--- config.mk ---
export PLATFORM = sky130hd
export DESIGN_NAME = lru_key_value_cache
export DESIGN_NICKNAME = d
export VERILOG_FILES = /design/src/sv/lkvc_pkg.sv /design/src/sv/lkvc_cell.sv /design/src/sv/lkvc_out_buf.sv /design/src/sv/lru_key_value_cache.sv
export VERILOG_INCLUDE_DIRS = /design/src /design/src/sv
export SDC_FILE = /design/constraint.sdc
export NUM_CORES = 1
export LEC_CHECK = 0
export BUFFER_PORTS_ARGS = -buffer_cell sky130_fd_sc_hd__buf_2
export CORE_MARGIN = 4
export CORE_UTILIZATION = 37
export DETAILED_ROUTE_END_ITERATION = 10
export SLEW_MARGIN = 20
export SYNTH_ARGS = -nofsm -noshare
export SYNTH_HDL_FRONTEND = slang
export SYNTH_SLANG_ARGS = --single-unit
--- constraint.sdc ---
create_clock -name clk_i -period 6.2 [get_ports clk_i]
set_clock_uncertainty 0.1 [all_clocks]
set_input_delay 1.24 -clock clk_i [delete_from_list [all_inputs] [get_ports clk_i]]
set_output_delay 1.24 -clock clk_i [all_outputs]
set_load 0.05 [all_outputs]
--- src/sv/assert_macros.svh ---
// assertion macros shared by the cache rtl
// no dependencies; compiled away when SYNTHESIS is defined
`ifndef ASSERT_MACROS_SVH
`define ASSERT_MACROS_SVH

`ifndef SYNTHESIS
// checked while out of reset
`define ASSERT_RST(lbl, clk, rstn, prop) \
  lbl: assert property (@(posedge clk) disable iff (!rstn) prop) \
    else $error("assertion lbl failed");
// checked at every edge, reset included
`define ASSERT_ALWAYS(lbl, clk, prop) \
  lbl: assert property (@(posedge clk) prop) else $error("assertion lbl failed");
`else
`define ASSERT_RST(lbl, clk, rstn, prop)
`define ASSERT_ALWAYS(lbl, clk, prop)
`endif

`endif

--- src/sv/lkvc_pkg.sv ---
// types and constants of the lru key-value cache
// no dependencies
`default_nettype none

package lkvc_pkg;

  localparam int unsigned MaxEntriesDef = 16;
  localparam int unsigned CapW          = 5;
  localparam logic [CapW-1:0] CapReset  = 5'd16;

  typedef enum logic {
    ACT_GET = 1'b0,
    ACT_PUT = 1'b1
  } lkvc_action_e;

  typedef struct packed {
    lkvc_action_e       action;
    logic signed [31:0] key;
    logic signed [31:0] value;
  } lkvc_in_t;

  typedef struct packed {
    logic               found;
    logic signed [31:0] read_value;
  } lkvc_out_t;

  // one stored entry as handed from cell to cell
  typedef struct packed {
    logic               valid;
    logic signed [31:0] key;
    logic signed [31:0] value;
  } lkvc_entry_t;

  // broadcast to every cell of the chain
  typedef struct packed {
    logic               hit;       // accepted beat hit some cell
    logic               put_miss;  // accepted put of a new key
    logic               fill;      // new key takes a free slot
    logic signed [31:0] key;       // lookup key
  } lkvc_ctrl_t;

  localparam logic signed [31:0] MissValue = -32'sd1;

endpackage

`default_nettype wire

--- src/sv/lkvc_cell.sv ---
// one recency position of the cache chain: entry storage and key compare
// depends on lkvc_pkg
`default_nettype none

module lkvc_cell (
  input  logic                  clk_i,
  input  logic                  rst_ni,
  input  lkvc_pkg::lkvc_ctrl_t  ctrl_i,
  input  lkvc_pkg::lkvc_entry_t prev_i,
  input  logic                  seen_i,
  output lkvc_pkg::lkvc_entry_t entry_o,
  output logic                  match_o,
  output logic                  seen_o
);
  import lkvc_pkg::*;

  logic               valid_q, valid_d;
  logic signed [31:0] key_q, key_d;
  logic signed [31:0] value_q, value_d;
  logic               shift;

  assign match_o = valid_q && (key_q == ctrl_i.key);
  assign seen_o  = seen_i | match_o;

  // on a hit, every cell up to the matching one moves one place older;
  // on a new key, occupied cells move and the first free one on a fill
  always_comb begin
    if (ctrl_i.hit) begin
      shift = !seen_i;
    end else begin
      shift = ctrl_i.put_miss && (valid_q || (ctrl_i.fill && prev_i.valid));
    end
    valid_d = shift ? prev_i.valid : valid_q;
    key_d   = shift ? prev_i.key   : key_q;
    value_d = shift ? prev_i.value : value_q;
  end

  always_ff @(posedge clk_i or negedge rst_ni) begin
    if (!rst_ni) begin
      valid_q <= 1'b0;
    end else begin
      valid_q <= valid_d;
    end
  end

  always_ff @(posedge clk_i) begin
    key_q   <= key_d;
    value_q <= value_d;
  end

  assign entry_o = '{valid: valid_q, key: key_q, value: value_q};

endmodule

`default_nettype wire

--- src/sv/lkvc_out_buf.sv ---
// result output register with one skid entry
// depends on lkvc_pkg
`default_nettype none

module lkvc_out_buf (
  input  logic                clk_i,
  input  logic                rst_ni,
  input  logic                res_valid_i,
  input  lkvc_pkg::lkvc_out_t res_i,
  input  logic                out_stall_i,
  output logic                out_valid_o,
  output lkvc_pkg::lkvc_out_t out_data_o,
  output logic                full_o
);
  import lkvc_pkg::*;

  logic      out_valid_q, out_valid_d;
  logic      skid_valid_q, skid_valid_d;
  lkvc_out_t out_q, out_d;
  lkvc_out_t skid_q, skid_d;

  always_comb begin
    out_valid_d  = out_valid_q;
    skid_valid_d = skid_valid_q;
    out_d        = out_q;
    skid_d       = skid_q;
    if (!out_valid_q || !out_stall_i) begin
      if (skid_valid_q) begin
        out_valid_d  = 1'b1;
        out_d        = skid_q;
        skid_valid_d = 1'b0;
      end else begin
        out_valid_d = res_valid_i;
        out_d       = res_i;
      end
    end else if (res_valid_i) begin
      skid_valid_d = 1'b1;
      skid_d       = res_i;
    end
  end

  always_ff @(posedge clk_i or negedge rst_ni) begin
    if (!rst_ni) begin
      out_valid_q  <= 1'b0;
      skid_valid_q <= 1'b0;
    end else begin
      out_valid_q  <= out_valid_d;
      skid_valid_q <= skid_valid_d;
    end
  end

  always_ff @(posedge clk_i) begin
    out_q  <= out_d;
    skid_q <= skid_d;
  end

  assign out_valid_o = out_valid_q;
  assign out_data_o  = out_q;
  assign full_o      = skid_valid_q;

endmodule

`default_nettype wire

--- src/sv/lru_key_value_cache.sv ---
// lru key-value cache: chain of recency cells, output register and skid entry
// a taken get result is registered in the output register or the skid entry
// throughput: one beat per cycle unless in_stall_o is high; the whole compare
// and recency shift is one pass through the cell chain, so the next beat sees
// the updated order; reset: all cells empty, occupancy zero, capacity 16;
// depends on lkvc_pkg, lkvc_cell, lkvc_out_buf and assert_macros.svh
`default_nettype none
`include "assert_macros.svh"

module lru_key_value_cache #(
  parameter int unsigned MAX_ENTRIES = lkvc_pkg::MaxEntriesDef
) (
  input  logic                               clk_i,
  input  logic                               rst_ni,
  // request channel
  input  logic                               in_valid_i,
  output logic                               in_stall_o,
  input  lkvc_pkg::lkvc_in_t                 in_data_i,
  // result channel
  output logic                               out_valid_o,
  input  logic                               out_stall_i,
  output lkvc_pkg::lkvc_out_t                out_data_o,
  // capacity register
  input  logic                               cfg_valid_i,
  output logic                               cfg_ready_o,
  input  logic [lkvc_pkg::CapW-1:0]          cfg_data_i
);
  import lkvc_pkg::*;

  localparam int unsigned OccW = $clog2(MAX_ENTRIES + 1);
  localparam int unsigned EffW = (OccW > CapW) ? OccW : CapW;

  // capacity register, always ready
  logic [CapW-1:0] cap_q;
  logic [OccW-1:0] occ_q, occ_d;

  assign cfg_ready_o = 1'b1;

  always_ff @(posedge clk_i or negedge rst_ni) begin
    if (!rst_ni) begin
      cap_q <= CapReset;
    end else if (cfg_valid_i && cfg_ready_o) begin
      cap_q <= cfg_data_i;
    end
  end

  // zero acts as one, anything past the chain length as the chain length
  logic [EffW-1:0] cap_ext, cap_eff;
  logic            fill;

  always_comb begin
    cap_ext = EffW'(cap_q);
    if (cap_q == '0) begin
      cap_eff = EffW'(1);
    end else if (cap_ext > EffW'(MAX_ENTRIES)) begin
      cap_eff = EffW'(MAX_ENTRIES);
    end else begin
      cap_eff = cap_ext;
    end
  end

  assign fill = EffW'(occ_q) < cap_eff;

  // beat handshake
  logic buf_full;
  logic accept;
  logic is_put;

  assign in_stall_o = buf_full;
  assign accept     = in_valid_i && !in_stall_o;
  assign is_put     = (in_data_i.action == ACT_PUT);

  // cell chain; position 0 is the most recent entry
  lkvc_entry_t                entries [MAX_ENTRIES];
  logic [MAX_ENTRIES-1:0]     match_vec;
  logic [MAX_ENTRIES-1:0]     valid_vec;
  logic [MAX_ENTRIES:0]       seen;
  lkvc_ctrl_t                 ctrl;
  lkvc_entry_t                head;
  logic                       any_hit;
  logic signed [31:0]         hit_value;

  assign seen[0] = 1'b0;
  assign any_hit = |match_vec;

  // keys are unique among valid cells, so at most one match
  always_comb begin
    hit_value = '0;
    for (int p = 0; p < MAX_ENTRIES; p++) begin
      if (match_vec[p]) begin
        hit_value = hit_value | entries[p].value;
      end
    end
  end

  assign ctrl = '{
    hit:      accept && any_hit,
    put_miss: accept && is_put && !any_hit,
    fill:     fill,
    key:      in_data_i.key
  };

  // what position 0 takes on any promote
  assign head = '{
    valid: 1'b1,
    key:   in_data_i.key,
    value: is_put ? in_data_i.value : hit_value
  };

  for (genvar p = 0; p < MAX_ENTRIES; p++) begin : g_cell
    lkvc_entry_t prev;
    if (p == 0) begin : g_head
      assign prev = head;
    end else begin : g_link
      assign prev = entries[p-1];
    end

    lkvc_cell u_cell (
      .clk_i   (clk_i),
      .rst_ni  (rst_ni),
      .ctrl_i  (ctrl),
      .prev_i  (prev),
      .seen_i  (seen[p]),
      .entry_o (entries[p]),
      .match_o (match_vec[p]),
      .seen_o  (seen[p+1])
    );

    assign valid_vec[p] = entries[p].valid;
  end

  // occupancy grows only when a new key finds a free slot
  always_comb begin
    occ_d = occ_q;
    if (ctrl.put_miss && fill) begin
      occ_d = occ_q + OccW'(1);
    end
  end

  always_ff @(posedge clk_i or negedge rst_ni) begin
    if (!rst_ni) begin
      occ_q <= '0;
    end else begin
      occ_q <= occ_d;
    end
  end

  // result of a get: stored value on hit, all ones on miss
  lkvc_out_t res;
  logic      res_valid;

  assign res_valid = accept && !is_put;
  assign res       = '{found: any_hit, read_value: any_hit ? hit_value : MissValue};

  lkvc_out_buf u_out_buf (
    .clk_i       (clk_i),
    .rst_ni      (rst_ni),
    .res_valid_i (res_valid),
    .res_i       (res),
    .out_stall_i (out_stall_i),
    .out_valid_o (out_valid_o),
    .out_data_o  (out_data_o),
    .full_o      (buf_full)
  );

  // a key lives in at most one cell
  `ASSERT_RST(a_single_match, clk_i, rst_ni, $onehot0(match_vec))
  // valid cells track the occupancy count
  `ASSERT_RST(a_occ_count, clk_i, rst_ni, $countones(valid_vec) == int'(occ_q))
  // occupancy never passes the chain length
  `ASSERT_RST(a_occ_max, clk_i, rst_ni, occ_q <= OccW'(MAX_ENTRIES))
  // the skid entry only fills behind a held output beat
  `ASSERT_RST(a_skid_behind, clk_i, rst_ni, in_stall_o |-> out_valid_o)

endmodule

`default_nettype wire
==> summary.txt <==
Layout
  – Core Util, Final: 0.427
  – Commonest non-fill, non-tap cells in the layout: edfxtp_1 (1090), xor2_1 (387), a22oi_1 (224)
  – Final Cell Area: 51100 um^2
  – Non-filler cells, final: 4577
  – Layout net count: 2944
  – Post-synthesis to final-layout area growth: 14.6%
  – Most common cell after layout, fill and taps aside: edfxtp_1
  – Share of cells above drive strength 1: 0.157

Routing
  – ANT nets after route: 0
  – Via/cell ratio: 5.34
  – 1st-iter DRT viols: 2439
  – Detailed Route WL: 122 mm
  – Drt first pass iters: 5
  – WL per Instance: 26.6 um
  – DRC errors left: 0
  – Total number of vias: 24400

Clock network
  – Clock latency on the worst-skew pair: 0.71 ns
  – CTS buffer count: 113
  – CTS Buffer Depth: 3
  – CTS Hold Bufs: 0
  – Post-CTS Resized: 0
  – Clk sinks: 1118
  – Clock Tree Root: clkbuf_16
  – CTS tree: built
  – CTS clk-pin slew, worst paths: 0.06 ns
  – H-tree Lvls: 3
  – Post-CTS Setup Bufs: 0

Setup path
  – R2R setup slack: 1.70 ns
  – Crit path kind: primary input to register
  – Reg2Reg Depth: 8
  – Data required time at the worst endpoint: 6.49 ns
  – Setup crit end kind: register
  – Worst Setup Start Kind: primary input
  – Worst Path Max Fanout: 23
  – Worst flop-to-flop path startpoint: g_cell[9].u_cell.key_q[14]
  – Worst r2r dst: g_cell[6].u_cell.value_q[28]
  – Critical path arrival: 5.37 ns

Power and ir drop
  – Peak VDD IR: 0.000245 V
  – Leakage Power: 16.9 nW
  – Power per Cell Area: 353 nW/um^2

Synthesis
  – Post-synth top area share: 0.735
  – Synth Warn #: 0
  – Async set or reset register ratio after synthesis: 0.0250
  – Seq/Total Area, Yosys: 0.751
  – Avg Cell Area, Syn: 16.6 um^2
  – Syn Nets: 2760
  – Post-Synthesis Cells: 2680
  – Syn Std Cell Area: 44500 um^2
  – Cell taking the most area after synthesis: edfxtp_1
  – Number of flops mapped to enable cells by yosys: 1090
  – Synth cell types: 61
  – Yosys reg bits: 1118
  – Area contributors post-synth: edfxtp_1 (73%), xor2_1 (7.6%), a22oi_1 (3.8%)
  – Top FF cell, synth: edfxtp_1

Timing
  – Final Setup Violations: 0
  – Final worst setup slack: 1.12 ns
  – TNS Setup: 0 ns
  – Minimum clock period: 5.08 ns
  – RSZ-0062 raised after global routing: false
  – Final period util: 0.819
  – Rel. slew slack: 0.250
  – Fmax achieved: 0.197 GHz
  – Slew Viols, Final: 0
  – Hold Fails Final Rpt: 0
  – Tightest Pin Transition: 1.11 ns

Die
  – Die width: 355 um
  – Initial Utilization: 0.372
  – Die Height: 355 um
  – Rows: 127
  – Core box area: 120000 um^2
  – Io pins: 111
  – DIE AREA: 126000 um^2

GRT
  – Initial antenna violation count: 2
  – Gr ovfl total: 0
  – Largest net degree at the start of global routing: 65
  – First-pass GRT wire length: 175 mm
  – Overall Global Routing Usage: 0.190
  – Vias in the first global route: 24900

Placed design
  – Pre-CTS setup slack: 0.414 ns
  – Placed cells: 4360
  – Final estimated routing congestion in global placement: 0.817
  – Dpl cell area: 47400 um^2
  – I/O Buffers: 109
  – Dpl hpwl: 78.5 mm

Min path
  – Hold path cells: 0
  – Hold Startpoint: g_cell[4].u_cell.value_q[22]
  – Hold Path Class: register to register
  – Hold EP: g_cell[5].u_cell.value_q[22]

Flow run
  – Max_cap viols: 0

Outcome
  – Status: finished clean
[kinds of logic (layout without fill, tap and decap cells)]
kind of cell             count (synthesis)  after routing  synth area share
AO/OA/AOI/OAI                          357            357            0.0594
multiplexers                            39             39           0.00986
adder cells (fa/ha/maj)                  5              5           0.00140
other                                    1              2         0.0000842
XOR/XNOR                               508            508            0.0999
flip-flops                            1118           1118             0.751
AND/OR/NAND/NOR                        506            506            0.0614
buffers and inverters                  146            430            0.0174
[flip-flops by register name, summed over array words and instances, names as in the netlist]
| name | count |
|---|---|
| u_out_buf.skid_q | 33 |
| u_out_buf.full_o | 1 |
| g_cell.u_cell.valid_q | 16 |
| g_cell.u_cell.value_q | 512 |
| cap_ext | 5 |
| g_cell.u_cell.key_q | 512 |
| u_out_buf.out_data_o | 33 |
| occ_q | 5 |
| u_out_buf.out_valid_o | 1 |
[Yosys cell counts (6+ instances only)]
library cell,count
nand2b_1,7
a22o_1,17
buf_4,14
nand2_2,20
a211o_1,6
nor3_1,20
xor2_1,387
or3_1,6
a221oi_1,17
nand4_1,44
buf_2,55
inv_1,8
nand3_1,21
dfrtp_1,27
nor4_1,128
o32a_1,7
nor4_4,6
nor2_1,58
xnor2_1,121
clkbuf_1,54
a21o_1,25
buf_6,11
a22oi_1,224
mux2_2,39
a21oi_1,40
nand2_1,163
and4_1,8
edfxtp_1,1090
[stage by stage]
step                hold slack, ns  power [W]
floorplan                    0.326     0.0107
detailed placement           0.333     0.0115
global route                 0.348     0.0186
global placement             0.329     0.0115
CTS                          0.334     0.0181
finish                       0.329     0.0180
[routing by layer]
metal	routed length, um	share of wire	GRT usage	vias to the layer above
li1	-	-	-	10700
met1	48900	0.40	0.248	12500
met5	0	0	0	-
met4	4170	0.034	0.0675	0
met3	9420	0.077	0.0359	209
met2	59400	0.49	0.317	1068
[where the power goes]
group | leakage [nW] | switching (W) | internal (W)
Clock | 1.75 | 0.00294 | 0.00372
Sequential | 10.3 | 0.000489 | 0.00929
Combinational | 4.84 | 0.00109 | 0.000480
[critical path, stage by stage]
cell     delay, ns
buf_2         0.43
xor2_1        0.43
nor4_1        0.09
nand4_1       0.22
nor4_2        0.07
or3_1         0.45
or3_1         0.44
nor3_1        0.88
nand2_1       0.22
nand2_4       0.50
buf_4         0.33
[final cells by class]
cell class	instances	area, um^2
multi-input cells	1416	10500
inverters	9	33.8
diodes	1	2.50
repair buffers	206	1440
fillers	10700	68600
clock inverters	67	596
flip-flops and latches	1118	33400
well taps	1612	2020
clock buffers	148	3000
[how the worst max path moves through the flow]
stage | endpoint | depth (start not counted) | startpoint | slack, ns
finish | g_cell[14].u_cell.value_q[12] | 11 | in_data_i[32] | 1.12
global placement | g_cell[13].u_cell.value_q[16] | 9 | in_data_i[32] | 0.44
detailed placement | g_cell[13].u_cell.value_q[16] | 9 | in_data_i[32] | 0.41
floorplan | g_cell[13].u_cell.key_q[0] | 11 | in_data_i[60] | 0.84
global route | g_cell[14].u_cell.value_q[12] | 11 | in_data_i[32] | 1.00
CTS | g_cell[13].u_cell.value_q[31] | 9 | in_data_i[32] | 1.16
Note: power is estimated with default switching activity, not from simulation.
